File: config.mk
export PLATFORM = sky130hd
export DESIGN_NAME = best_fit_block_allocator
export DESIGN_NICKNAME = d
export VERILOG_FILES = /design/src/hdl/bfba_pkg.sv /design/src/hdl/bfba_ctrl.sv /design/src/hdl/bfba_datapath.sv /design/src/hdl/best_fit_block_allocator.sv
export SDC_FILE = /design/constraint.sdc
export NUM_CORES = 2
export LEC_CHECK = 0
export BUFFER_PORTS_ARGS = -buffer_cell sky130_fd_sc_hd__buf_2
export CAP_MARGIN = 20
export CORE_ASPECT_RATIO = 0.5
export CORE_UTILIZATION = 34
export CTS_CLUSTER_SIZE = 40
export DETAILED_ROUTE_END_ITERATION = 10
export GPL_ROUTABILITY_DRIVEN = 0
export HOLD_SLACK_MARGIN = 0.12
export SYNTH_ARGS = -nofsm -noshare
export SYNTH_HDL_FRONTEND = slang
export SYNTH_SLANG_ARGS = --single-unit
File: constraint.sdc
create_clock -name clock -period 9.7 [get_ports clock]
set_input_delay 0.97 -clock clock [delete_from_list [all_inputs] [get_ports clock]]
set_output_delay 0.97 -clock clock [all_outputs]
set_load 0.01 [all_outputs]
File: src/hdl/bfba_pkg.sv
// ----------------------------------------------------------------------------
// bfba_pkg
// Shared types and constants for the best-fit block allocator.
// ----------------------------------------------------------------------------
package bfba_pkg;

   localparam int SIZE_BITS = 17;
   localparam int ID_BITS   = 16;
   localparam int CFG_BITS  = 17;

   localparam logic REQ_ALLOC = 1'b0;
   localparam logic REQ_FREE  = 1'b1;

   typedef enum logic [1:0] {
      STATUS_OK      = 2'd0,
      STATUS_NOFIT   = 2'd1,
      STATUS_UNKNOWN = 2'd2,
      STATUS_FULL    = 2'd3
   } status_type;

   typedef enum logic [4:0] {
      OP_NONE,
      OP_LOAD,
      OP_NEXT,
      OP_FSCAN_HIT,
      OP_SLOT_HIT,
      OP_REMOVE_STEP,
      OP_REMOVE_END,
      OP_INS_FRONT,
      OP_INS_SCAN,
      OP_INS_FOUND,
      OP_SHIFT_STEP,
      OP_INS_WRITE,
      OP_COMMIT,
      OP_ID_HIT,
      OP_FREE_GO,
      OP_ERROR,
      OP_RESPOND
   } op_type;

   typedef struct packed {
      op_type     op;
      status_type status;
   } cmd_type;

   typedef struct packed {
      logic is_free;
      logic fscan_hit;
      logic fscan_end;
      logic slot_empty;
      logic id_hit;
      logic used_last;
      logic remove_done;
      logic has_rem;
      logic ins_front;
      logic ins_found;
      logic at_pos;
      logic free_full;
      logic out_free;
   } sts_type;

endpackage

File: src/hdl/bfba_ctrl.sv
// ----------------------------------------------------------------------------
// bfba_ctrl
// Request sequencer: walks the table scans, shifts and result hand-off.
// ----------------------------------------------------------------------------
module bfba_ctrl (
   input  logic              clock,
   input  logic              reset,
   input  logic              req_valid,
   input  logic              req_type,
   output logic              req_stall,
   input  bfba_pkg::sts_type sts,
   output bfba_pkg::cmd_type cmd
);
   import bfba_pkg::*;

   typedef enum logic [10:0] {
      ST_IDLE      = 11'b00000000001,
      ST_FSCAN     = 11'b00000000010,
      ST_USLOT     = 11'b00000000100,
      ST_REMOVE    = 11'b00000001000,
      ST_INS_START = 11'b00000010000,
      ST_INS_SCAN  = 11'b00000100000,
      ST_SHIFT     = 11'b00001000000,
      ST_COMMIT    = 11'b00010000000,
      ST_UFIND     = 11'b00100000000,
      ST_FREE_CHK  = 11'b01000000000,
      ST_RESULT    = 11'b10000000000
   } state_type;

   state_type state_ff, state_in;

   always_ff @(posedge clock) begin
      if (reset) begin
         state_ff <= ST_IDLE;
      end else begin
         state_ff <= state_in;
      end
   end

   assign req_stall = (state_ff != ST_IDLE);

   always_comb begin
      state_in   = state_ff;
      cmd.op     = OP_NONE;
      cmd.status = STATUS_OK;
      unique case (state_ff)
         ST_IDLE: begin
            if (req_valid) begin
               cmd.op   = OP_LOAD;
               state_in = (req_type == REQ_FREE) ? ST_UFIND : ST_FSCAN;
            end
         end
         ST_FSCAN: begin
            priority if (sts.fscan_end) begin
               cmd.op     = OP_ERROR;
               cmd.status = STATUS_NOFIT;
               state_in   = ST_RESULT;
            end else if (sts.fscan_hit) begin
               cmd.op   = OP_FSCAN_HIT;
               state_in = ST_USLOT;
            end else begin
               cmd.op = OP_NEXT;
            end
         end
         ST_USLOT: begin
            priority if (sts.slot_empty) begin
               cmd.op   = OP_SLOT_HIT;
               state_in = ST_REMOVE;
            end else if (sts.used_last) begin
               cmd.op     = OP_ERROR;
               cmd.status = STATUS_FULL;
               state_in   = ST_RESULT;
            end else begin
               cmd.op = OP_NEXT;
            end
         end
         ST_REMOVE: begin
            if (sts.remove_done) begin
               cmd.op   = OP_REMOVE_END;
               state_in = sts.has_rem ? ST_INS_START : ST_COMMIT;
            end else begin
               cmd.op = OP_REMOVE_STEP;
            end
         end
         ST_INS_START: begin
            if (sts.ins_front) begin
               cmd.op   = OP_INS_FRONT;
               state_in = ST_SHIFT;
            end else begin
               cmd.op   = OP_INS_SCAN;
               state_in = ST_INS_SCAN;
            end
         end
         ST_INS_SCAN: begin
            if (sts.ins_found) begin
               cmd.op   = OP_INS_FOUND;
               state_in = ST_SHIFT;
            end else begin
               cmd.op = OP_NEXT;
            end
         end
         ST_SHIFT: begin
            if (sts.at_pos) begin
               cmd.op   = OP_INS_WRITE;
               state_in = sts.is_free ? ST_RESULT : ST_COMMIT;
            end else begin
               cmd.op = OP_SHIFT_STEP;
            end
         end
         ST_COMMIT: begin
            cmd.op   = OP_COMMIT;
            state_in = ST_RESULT;
         end
         ST_UFIND: begin
            priority if (sts.id_hit) begin
               cmd.op   = OP_ID_HIT;
               state_in = ST_FREE_CHK;
            end else if (sts.used_last) begin
               cmd.op     = OP_ERROR;
               cmd.status = STATUS_UNKNOWN;
               state_in   = ST_RESULT;
            end else begin
               cmd.op = OP_NEXT;
            end
         end
         ST_FREE_CHK: begin
            if (sts.free_full) begin
               cmd.op     = OP_ERROR;
               cmd.status = STATUS_FULL;
               state_in   = ST_RESULT;
            end else begin
               cmd.op   = OP_FREE_GO;
               state_in = ST_INS_START;
            end
         end
         ST_RESULT: begin
            if (sts.out_free) begin
               cmd.op   = OP_RESPOND;
               state_in = ST_IDLE;
            end
         end
         default: begin
            state_in = ST_IDLE;
         end
      endcase
   end

endmodule

File: src/hdl/bfba_datapath.sv
// ----------------------------------------------------------------------------
// bfba_datapath
// Free and used tables, scan index, working registers and response register.
// ----------------------------------------------------------------------------
module bfba_datapath #(
   parameter int FREE_ENTRIES = 16,
   parameter int USED_ENTRIES = 16,
   parameter int ADDR_BITS    = 16
) (
   input  logic                       clock,
   input  logic                       reset,
   input  logic                       csr_we,
   input  logic [bfba_pkg::CFG_BITS-1:0]  csr_wdata,
   input  logic                       req_type,
   input  logic [bfba_pkg::SIZE_BITS-1:0] req_alloc_size,
   input  logic [bfba_pkg::ID_BITS-1:0]   req_free_id,
   input  bfba_pkg::cmd_type          cmd,
   output bfba_pkg::sts_type          sts,
   output logic                       rsp_valid,
   input  logic                       rsp_stall,
   output logic [1:0]                 rsp_status,
   output logic [bfba_pkg::ID_BITS-1:0]   rsp_granted_id,
   output logic [ADDR_BITS-1:0]       rsp_block_start,
   output logic [ADDR_BITS-1:0]       rsp_block_end
);
   import bfba_pkg::*;

   localparam int LEN_BITS = ADDR_BITS + 1;
   localparam int CMP_BITS = (LEN_BITS > SIZE_BITS) ? LEN_BITS : SIZE_BITS;
   localparam int FI_BITS  = $clog2(FREE_ENTRIES);
   localparam int UI_BITS  = (USED_ENTRIES > 1) ? $clog2(USED_ENTRIES) : 1;
   localparam int MAX_E    = (FREE_ENTRIES > USED_ENTRIES) ? FREE_ENTRIES : USED_ENTRIES;
   localparam int IDX_BITS = $clog2(MAX_E + 1);
   localparam int CNT_BITS = $clog2(FREE_ENTRIES + 1);

   logic [ADDR_BITS-1:0] fbase_ff [FREE_ENTRIES];
   logic [LEN_BITS-1:0]  flen_ff  [FREE_ENTRIES];
   logic [CNT_BITS-1:0]  count_ff;

   logic [USED_ENTRIES-1:0] used_valid_ff;
   logic [ID_BITS-1:0]      used_id_ff    [USED_ENTRIES];
   logic [ADDR_BITS-1:0]    used_first_ff [USED_ENTRIES];
   logic [ADDR_BITS-1:0]    used_last_ff  [USED_ENTRIES];
   logic [ID_BITS-1:0]      next_id_ff;

   logic [IDX_BITS-1:0]  idx_ff, fpos_ff, pos_ff;
   logic [UI_BITS-1:0]   uslot_ff;
   logic                 type_ff;
   logic [SIZE_BITS-1:0] size_ff;
   logic [ID_BITS-1:0]   id_ff;
   logic [ADDR_BITS-1:0] sel_base_ff, ins_base_ff;
   logic [LEN_BITS-1:0]  sel_len_ff, ins_len_ff;

   status_type           res_status_ff;
   logic [ID_BITS-1:0]   res_gid_ff;
   logic [ADDR_BITS-1:0] res_first_ff, res_last_ff;

   logic                 rsp_valid_ff;
   status_type           rsp_status_ff;
   logic [ID_BITS-1:0]   rsp_gid_ff;
   logic [ADDR_BITS-1:0] rsp_first_ff, rsp_last_ff;

   logic [FI_BITS-1:0]   fi, fip1, fim1, pos_fi;
   logic [UI_BITS-1:0]   ui;
   logic [IDX_BITS-1:0]  cnt_ext;
   logic [CMP_BITS-1:0]  size_cmp, cur_len_cmp, ins_len_cmp, head_len_cmp;
   logic [CMP_BITS:0]    sum_ext;
   logic [CMP_BITS-1:0]  cfg_ext, mem_max, cfg_sat;
   logic [LEN_BITS-1:0]  free_len;

   assign fi       = idx_ff[FI_BITS-1:0];
   assign fip1     = FI_BITS'(idx_ff + IDX_BITS'(1));
   assign fim1     = FI_BITS'(idx_ff - IDX_BITS'(1));
   assign pos_fi   = pos_ff[FI_BITS-1:0];
   assign ui       = idx_ff[UI_BITS-1:0];
   assign cnt_ext  = IDX_BITS'(count_ff);

   assign size_cmp     = CMP_BITS'(size_ff);
   assign cur_len_cmp  = CMP_BITS'(flen_ff[fi]);
   assign ins_len_cmp  = CMP_BITS'(ins_len_ff);
   assign head_len_cmp = CMP_BITS'(flen_ff[0]);
   assign sum_ext      = (CMP_BITS+1)'(sel_base_ff) + (CMP_BITS+1)'(size_ff);
   assign free_len     = LEN_BITS'(res_last_ff) - LEN_BITS'(res_first_ff) + LEN_BITS'(1);

   assign cfg_ext = CMP_BITS'(csr_wdata);
   assign mem_max = CMP_BITS'(1) << ADDR_BITS;
   assign cfg_sat = (cfg_ext > mem_max) ? mem_max : cfg_ext;

   always_comb begin
      sts.is_free     = type_ff;
      sts.fscan_hit   = (idx_ff < cnt_ext) && (size_ff != '0) && (cur_len_cmp >= size_cmp);
      sts.fscan_end   = (idx_ff >= cnt_ext) || (size_ff == '0);
      sts.slot_empty  = !used_valid_ff[ui];
      sts.id_hit      = used_valid_ff[ui] && (used_id_ff[ui] == id_ff);
      sts.used_last   = (idx_ff == IDX_BITS'(USED_ENTRIES - 1));
      sts.remove_done = ((IDX_BITS+1)'(idx_ff) + (IDX_BITS+1)'(1)) >= (IDX_BITS+1)'(count_ff);
      sts.has_rem     = (CMP_BITS'(sel_len_ff) != size_cmp);
      sts.ins_front   = (count_ff == '0) || (ins_len_cmp < head_len_cmp);
      sts.ins_found   = (idx_ff >= cnt_ext) || (cur_len_cmp >= ins_len_cmp);
      sts.at_pos      = (idx_ff == pos_ff);
      sts.free_full   = (count_ff >= CNT_BITS'(FREE_ENTRIES));
      sts.out_free    = !rsp_valid_ff || !rsp_stall;
   end

   // control state
   always_ff @(posedge clock) begin
      if (reset) begin
         count_ff      <= CNT_BITS'(1);
         fbase_ff[0]   <= '0;
         flen_ff[0]    <= LEN_BITS'(mem_max);
         used_valid_ff <= '0;
         next_id_ff    <= '0;
         rsp_valid_ff  <= 1'b0;
      end else begin
         if (cmd.op == OP_RESPOND) begin
            rsp_valid_ff <= 1'b1;
         end else if (!rsp_stall) begin
            rsp_valid_ff <= 1'b0;
         end
         if (csr_we) begin
            count_ff      <= (cfg_sat == '0) ? CNT_BITS'(0) : CNT_BITS'(1);
            fbase_ff[0]   <= '0;
            flen_ff[0]    <= LEN_BITS'(cfg_sat);
            used_valid_ff <= '0;
         end else begin
            unique case (cmd.op)
               OP_REMOVE_STEP: begin
                  fbase_ff[fi] <= fbase_ff[fip1];
                  flen_ff[fi]  <= flen_ff[fip1];
               end
               OP_REMOVE_END: begin
                  count_ff <= count_ff - CNT_BITS'(1);
               end
               OP_SHIFT_STEP: begin
                  fbase_ff[fi] <= fbase_ff[fim1];
                  flen_ff[fi]  <= flen_ff[fim1];
               end
               OP_INS_WRITE: begin
                  fbase_ff[pos_fi] <= ins_base_ff;
                  flen_ff[pos_fi]  <= ins_len_ff;
                  count_ff         <= count_ff + CNT_BITS'(1);
               end
               OP_COMMIT: begin
                  used_valid_ff[uslot_ff] <= 1'b1;
                  next_id_ff              <= next_id_ff + ID_BITS'(1);
               end
               OP_FREE_GO: begin
                  used_valid_ff[uslot_ff] <= 1'b0;
               end
               default: begin
               end
            endcase
         end
      end
   end

   // working and payload registers
   always_ff @(posedge clock) begin
      unique case (cmd.op)
         OP_LOAD: begin
            type_ff <= req_type;
            size_ff <= req_alloc_size;
            id_ff   <= req_free_id;
            idx_ff  <= '0;
         end
         OP_NEXT: begin
            idx_ff <= idx_ff + IDX_BITS'(1);
         end
         OP_FSCAN_HIT: begin
            fpos_ff     <= idx_ff;
            sel_base_ff <= fbase_ff[fi];
            sel_len_ff  <= flen_ff[fi];
            idx_ff      <= '0;
         end
         OP_SLOT_HIT: begin
            uslot_ff <= ui;
            idx_ff   <= fpos_ff;
         end
         OP_REMOVE_STEP: begin
            idx_ff <= idx_ff + IDX_BITS'(1);
         end
         OP_REMOVE_END: begin
            ins_base_ff <= ADDR_BITS'(sum_ext);
            ins_len_ff  <= LEN_BITS'(CMP_BITS'(sel_len_ff) - size_cmp);
         end
         OP_INS_FRONT: begin
            pos_ff <= '0;
            idx_ff <= cnt_ext;
         end
         OP_INS_SCAN: begin
            idx_ff <= IDX_BITS'(1);
         end
         OP_INS_FOUND: begin
            pos_ff <= idx_ff;
            idx_ff <= cnt_ext;
         end
         OP_SHIFT_STEP: begin
            idx_ff <= idx_ff - IDX_BITS'(1);
         end
         OP_COMMIT: begin
            used_id_ff[uslot_ff]    <= next_id_ff;
            used_first_ff[uslot_ff] <= sel_base_ff;
            used_last_ff[uslot_ff]  <= ADDR_BITS'(sum_ext - (CMP_BITS+1)'(1));
            res_status_ff           <= STATUS_OK;
            res_gid_ff              <= next_id_ff;
            res_first_ff            <= sel_base_ff;
            res_last_ff             <= ADDR_BITS'(sum_ext - (CMP_BITS+1)'(1));
         end
         OP_ID_HIT: begin
            uslot_ff      <= ui;
            res_status_ff <= STATUS_OK;
            res_gid_ff    <= id_ff;
            res_first_ff  <= used_first_ff[ui];
            res_last_ff   <= used_last_ff[ui];
         end
         OP_FREE_GO: begin
            ins_base_ff <= res_first_ff;
            ins_len_ff  <= free_len;
         end
         OP_ERROR: begin
            res_status_ff <= cmd.status;
            res_gid_ff    <= '0;
            res_first_ff  <= '0;
            res_last_ff   <= '0;
         end
         OP_RESPOND: begin
            rsp_status_ff <= res_status_ff;
            rsp_gid_ff    <= res_gid_ff;
            rsp_first_ff  <= res_first_ff;
            rsp_last_ff   <= res_last_ff;
         end
         default: begin
         end
      endcase
   end

   assign rsp_valid       = rsp_valid_ff;
   assign rsp_status      = rsp_status_ff;
   assign rsp_granted_id  = rsp_gid_ff;
   assign rsp_block_start = rsp_first_ff;
   assign rsp_block_end   = rsp_last_ff;

endmodule

File: src/hdl/best_fit_block_allocator.sv
// ----------------------------------------------------------------------------
// best_fit_block_allocator
// Best-fit allocator over a linear memory, free table kept in size order.
// ----------------------------------------------------------------------------
// One request at a time. An allocate loads the request, scans the free
// table for a fit, scans the used table for an empty slot, removes the
// chosen free entry, inserts any remainder with a scan and shifts, then
// commits and responds; a free scans the used table for the id, checks the
// free table for room, inserts the freed block and responds. The table
// walks step one entry per cycle. A finished response waits in an output
// register while the next request is accepted. A csr write sets the memory
// size and resets both tables at once.
module best_fit_block_allocator #(
   parameter int FREE_ENTRIES = 16,
   parameter int USED_ENTRIES = 16,
   parameter int ADDR_BITS    = 16
) (
   input  logic                  clock,
   input  logic                  reset,
   input  logic                  csr_we,
   input  logic [16:0]           csr_wdata,
   input  logic                  req_valid,
   output logic                  req_stall,
   input  logic                  req_type,
   input  logic [16:0]           req_alloc_size,
   input  logic [15:0]           req_free_id,
   output logic                  rsp_valid,
   input  logic                  rsp_stall,
   output logic [1:0]            rsp_status,
   output logic [15:0]           rsp_granted_id,
   output logic [ADDR_BITS-1:0]  rsp_block_start,
   output logic [ADDR_BITS-1:0]  rsp_block_end
);
   import bfba_pkg::*;

   cmd_type cmd;
   sts_type sts;

   bfba_ctrl u_ctrl (
      .clock     (clock),
      .reset     (reset),
      .req_valid (req_valid),
      .req_type  (req_type),
      .req_stall (req_stall),
      .sts       (sts),
      .cmd       (cmd)
   );

   bfba_datapath #(
      .FREE_ENTRIES (FREE_ENTRIES),
      .USED_ENTRIES (USED_ENTRIES),
      .ADDR_BITS    (ADDR_BITS)
   ) u_datapath (
      .clock           (clock),
      .reset           (reset),
      .csr_we          (csr_we),
      .csr_wdata       (csr_wdata),
      .req_type        (req_type),
      .req_alloc_size  (req_alloc_size),
      .req_free_id     (req_free_id),
      .cmd             (cmd),
      .sts             (sts),
      .rsp_valid       (rsp_valid),
      .rsp_stall       (rsp_stall),
      .rsp_status      (rsp_status),
      .rsp_granted_id  (rsp_granted_id),
      .rsp_block_start (rsp_block_start),
      .rsp_block_end   (rsp_block_end)
   );

`ifndef ASSERT_OFF
   a_accept_load: assert property (@(posedge clock) disable iff (reset)
      (req_valid && !req_stall) |-> (cmd.op == OP_LOAD))
      else $error("accepted request not loaded");

   a_respond_room: assert property (@(posedge clock) disable iff (reset)
      (cmd.op == OP_RESPOND) |-> sts.out_free)
      else $error("response overwrites pending output");

   a_respond_valid: assert property (@(posedge clock) disable iff (reset)
      (cmd.op == OP_RESPOND) |=> rsp_valid)
      else $error("response not presented");
`endif

endmodule
# ---- After elaboration in Yosys (flattened, before gate mapping)
# Memories as Yosys holds them, arrays and structs flattened. A register that Yosys moved wholly into a read port is not among the register bits.
# Cells that the tools add are included.
dict set report word_totals {
  reg_bits 252
  ram_bits 1296
  input_bits 56
  output_inout_bits 52
  wordCells 224
  n_memories 5
}
# name words width read_ports rd_ports_with_merged_regs write_ports line
set mem_list {}
lappend mem_list {u_datapath.flen_ff 16 17 4 1 1 bfba_datapath.sv:37} ;# logic [LEN_BITS-1:0] flen_ff [FREE_ENTRIES];
lappend mem_list {u_datapath.fbase_ff 16 16 3 1 1 bfba_datapath.sv:36} ;# logic [ADDR_BITS-1:0] fbase_ff [FREE_ENTRIES];
lappend mem_list {u_datapath.used_first_ff 16 16 1 1 1 bfba_datapath.sv:42} ;# logic [ADDR_BITS-1:0] used_first_ff [USED_ENTRIES];
lappend mem_list {u_datapath.used_id_ff 16 16 1 1 1 bfba_datapath.sv:41} ;# logic [ID_BITS-1:0] used_id_ff [USED_ENTRIES];
lappend mem_list {u_datapath.used_last_ff 16 16 1 1 1 bfba_datapath.sv:43} ;# logic [ADDR_BITS-1:0] used_last_ff [USED_ENTRIES];
dict set report op_classes {
  addsub 11
  magnitude_cmp 11
  eq_ne 39
  mux 94
  bitwise_logic 8
  n_reduce_logical 33
}
# cell count
set op_table {}
lappend op_table {{$pmux 16 s3} 3}
lappend op_table {{$mux 11} 12}
lappend op_table {{$pmux 11 s11} 1}
lappend op_table {{$mux 17} 5}
lappend op_table {{$mux 16} 4}
lappend op_table {{$pmux 16 s2} 2}
lappend op_table {{$pmux 5 s11} 1}
lappend op_table {{$mux 4} 12}
lappend op_table {{$eq 5x4->1 const B} 9}
lappend op_table {{$ge 17x17->1} 2}
lappend op_table {{$logic_not 17->1} 2}
lappend op_table {{$pmux 17 s2} 1}
lappend op_table {{$reduce_or 17->1} 2}
lappend op_table {{$mux 1} 33}
lappend op_table {{$reduce_or 16->1} 2}
lappend op_table {{$pmux 5 s6} 1}
lappend op_table {{$eq 5x3->1 const B} 4}
lappend op_table {{$mux 5} 4}
lappend op_table {{$pmux 5 s2} 2}
lappend op_table {{$add 17x1->17 const B} 1}
lappend op_table {{$gt 17x17->1 const B} 1}
lappend op_table {{$lt 17x17->1} 1}
lappend op_table {{$ne 17x17->1} 1}
lappend op_table {{$reduce_bool 17->1} 1}
lappend op_table {{57 further kinds} 89}

# ---- Logic depth before layout (Yosys ltp)
dict set report logic_depth {
  word_depth 15
  mapped_depth 24
  ltp_nobuf 16
}

# ---- Cells and area by module
# Synthesis repeated with hierarchy kept, for this count alone.
dict set report hier_totals {
  cells_unflattened 3766
  area_unflattened_um2 72593.4
}
# mod instances cells_each area_each_um2 seq_area_each_um2
set modules_own_cells {}
lappend modules_own_cells {bfba_datapath 1 3630 71612.4 46334.4}
lappend modules_own_cells {bfba_ctrl 1 136 980.9 220.2}

# ---- Least setup slack after synthesis
# OpenSTA, ideal clock, no wires.
dict set report synth_timing {
  kind {register to register}
  from {register with a tool-made name}
  to {memory u_datapath.fbase_ff[10][0], enable pin}
  setup_time_ns 0.471
  t_arrival_ns 8.315
  required_time_ns 9.229
  slack_ns 0.914
  path_stages_with_launch 24
  n_path_buf 10
  period_less_slack_ns 8.786
  path_cell_list {dfxtp_1 -> buf_4 -> buf_6 -> buf_2 -> buf_2 -> buf_2 -> buf_2 -> buf_2 -> buf_2 -> mux4_2 -> mux4_2 -> ha_1 -> a21o_1 -> a21o_1 -> a21oi_1 -> nor2b_1 -> a21boi_0 -> o41ai_1 -> o211a_1 -> buf_1 -> nand4_1 -> buf_4 -> o22ai_4 -> nor3b_1}
}
# element line
set synth_rtl {}
lappend synth_rtl {{to (decl)} bfba_datapath.sv:36}

==> impl_metrics.yaml <==
worst_hold_path:
  min_from: "req_free_id[9]"
  hold_path.class: "in2reg"
synth:
  synth.yosys.seq_area_share_pct: 63.51
  synthFlopType: "edfxtp_1"
  yosysWarnings: 0
  yosysMostFrequentCell: "edfxtp_1"
  synth_area_per_cell_um2: 18.10
  synthTopCellsByCount: "edfxtp_1, mux4_2, nand2_1"
  yosysTopAreaCellShare_pct: 62.06
  yosysTopAreaCell: "edfxtp_1"
  postSynthCellCount: 4051
  postSynth.asyncResetShare_pct: 0
  ys_top_cells_by_area: "edfxtp_1, mux4_2, ha_1"
  synth_seq_cells: 1568
  synth_area_um2: 73310
  synth_edf_count: 1515
  syn-num-nets: 4241
  ys_types: 89
power_and_ir_drop:
  leakage_uw: 0.02795
  vdd_ir_drop_max_mv: 0.3033
  powerDensity_nw_per_um2: 255.2
  power.total_uw: 21170
floorplan:
  io_pins: 108
  die-area_um2: 217600
  num_rows: 120
  initial_core_util_pct: 34.24
  die_w_um: 658.7
  core_um2: 214100
  die_y_um: 330.3
outcome:
  outcome: "completed"
timing:
  setup_ws_ns: 2.082
  finalSetupViolCount: 0
  period_minus_slack_ns: 7.618
  clock_skew_ns: 0.04364
  tns_ns: 0
  slew_violations: 0
  tightest_slew_ns: 1.181
  period_share_pct: 78.53
  holdWs_ns: 0.3386
  max-slew-margin-rel_pct: 21.30
  max_freq_mhz: 131.3
  rsz0062_at_grt: "false"
  hold_viol_final: 0
worst_setup_path:
  cp.required_ns: 10.17
  slowest_stage: "a31oi_4"
  startpoint_type: "flip-flop"
  cpLargestDelayFamily: "compound AO/OA/AOI/OAI gates"
  cp_max_fo: 40
  cp-end-kind: "flip-flop"
  path_cells: "buf_4 > mux4_2 > mux4_2 > ha_1 > a21o_1 > a21o_1 > a21oi_1 > nor2b_1 > a21boi_0 > o41ai_1 > o211a_1 > a41oi_2 > o41a_1 > a31oi_4 > buf_12"
  crit_buf_inv: 2
  crit_arrival_ns: 8.09
  criticalPathCategory: "reg2reg"
  cpPeakStageDelay_ns: 0.88
clocking:
  cts.htree.levels: 4
  cts_hold_buf: 0
  clockBufferDepth: 3
  cts_tree: "yes"
  cts_setup_buffers: 0
  cts_resized: 0
  root_buffer: "clkbuf_16"
  cts_sinks: 1568
  numCtsBuffers: 156
  clk_pin_slew_worst_paths_ns: 0.06
  clock_latency_ns: 0.82
placement:
  postPlaceCellArea_um2: 77830
  port-buffer-count: 107
  place_ws_ns: 1.940
  hpwl_mm: 123.3
detailed_routing:
  wl_met3_mm: 16.54
  ant_nets: 0
  routed_wl_mm: 207.6
  routed_via_density: 5.828
  num_vias: 42050
  wl_met1_mm: 83.49
  drc: 0
  drt_iter0_drc: 5123
  drtPass1Iterations: 8
  wl_met2_mm: 99.78
  wl_per_cell_um: 28.77
  top_layer_used: "met4"
global_route:
  overflow: 0
  grt.total_usage_pct: 18.76
  antenna_found_initial: 5
  grt_pass1_vias: 41970
  grt_first_pass_wirelength_mm: 297.3
  grt_max_degree: 144
cells_and_area:
  fin_nets: 4414
  area_growth_pct: 13.17
  n_fill_cell: 19330
  final_area_um2: 82960
  drive_gt1_share_pct: 27.67
run:
  cap_violations: 0
[cells in the final DEF, fill, tap and decap left out, types with 32 or more instances in the layout]
cell type	count
o21ai_0	147
nand3_1	44
a21oi_1	92
dfxtp_1	49
ha_1	129
nor2_1	97
mux4_2	652
clkbuf_16	159
inv_1	139
a22oi_1	50
edfxtp_1	1515
a221oi_1	34
nand2_1	152
buf_4	124
nand2b_1	44
mux2i_1	146
nor3_1	32
buf_2	108
xnor2_1	65
[through the flow]
stage | std cells | util, %
2_1_floorplan | 4051 | -
3_3_place_gp | 6917 | 36.34
3_5_place_dp | 6919 | 36.35
4_1_cts | 7200 | 38.68
5_1_grt | 7214 | 38.75
6_report | 7216 | 38.75
[cell families after synthesis]
family          Yosys count  synth area share, %
compound gates          495                4.503
flops                  1568                63.51
xor+xnor                 98                1.171
fa+ha+maj               134                2.328
simple gates            578                4.110
buf+inv                 370                2.062
mux                     808                22.32
[layout make-up]
class	instances	area (µm²)	area share [%]
Antenna cell	2	5.005	0.006033
Clock buffer	190	4125	4.972
Clock inverter	91	853.3	1.029
Inverter	143	551.8	0.6651
Multi-Input combinational cell	2113	25590	30.85
Sequential cell	1568	46570	56.13
Tap cell	2867	3587	4.324
Timing Repair Buffer	242	1678	2.022
[power by group]
group	internal [µW]	switching [µW]
clock network	3280	2680
registers	7790	278
logic	3260	3890
total	14300	6850
[path summary, 6_finish.rpt]
path	depth (start not counted)	slack [ns]	endpoint
worst max-delay path	15	2.08	u_datapath.flen_ff[8][13]$_DFFE_PP_
worst min-delay path	1	0.34	u_datapath.id_ff[9]$_DFFE_PP_
worst max register to register	15	2.08	u_datapath.flen_ff[8][13]$_DFFE_PP_
worst min register to register	0	0.42	u_datapath.rsp_granted_id[14]$_DFFE_PP_
[sequential cells by signal, indices dropped and copies added (netlist names), 16 cells and up, named ones only]
| register | count |
|---|---|
| u_datapath.flen_ff | 272 |
| u_datapath.fbase_ff | 256 |
| u_datapath.used_first_ff | 256 |
| u_datapath.used_id_ff | 256 |
| u_datapath.used_last_ff | 256 |
| u_datapath.ins_len_cmp | 17 |
| u_datapath.sel_len_ff | 17 |
| u_datapath.size_cmp | 17 |
| u_datapath.id_ff | 16 |
| u_datapath.ins_base_ff | 16 |
| u_datapath.next_id_ff | 16 |
| u_datapath.res_first_ff | 16 |
| u_datapath.res_gid_ff | 16 |
| u_datapath.res_last_ff | 16 |
| u_datapath.rsp_block_end | 16 |
| u_datapath.rsp_block_start | 16 |
| u_datapath.rsp_granted_id | 16 |
| u_datapath.sel_base_ff | 16 |
[per-layer routing]
metal  GRT usage [%]  vias up
met3           2.866      434
met5               0        -
met1           25.29    22240
met2           30.92     2135
met4           7.128        0
li1                -    17250
(Power assumes the default switching activity.)
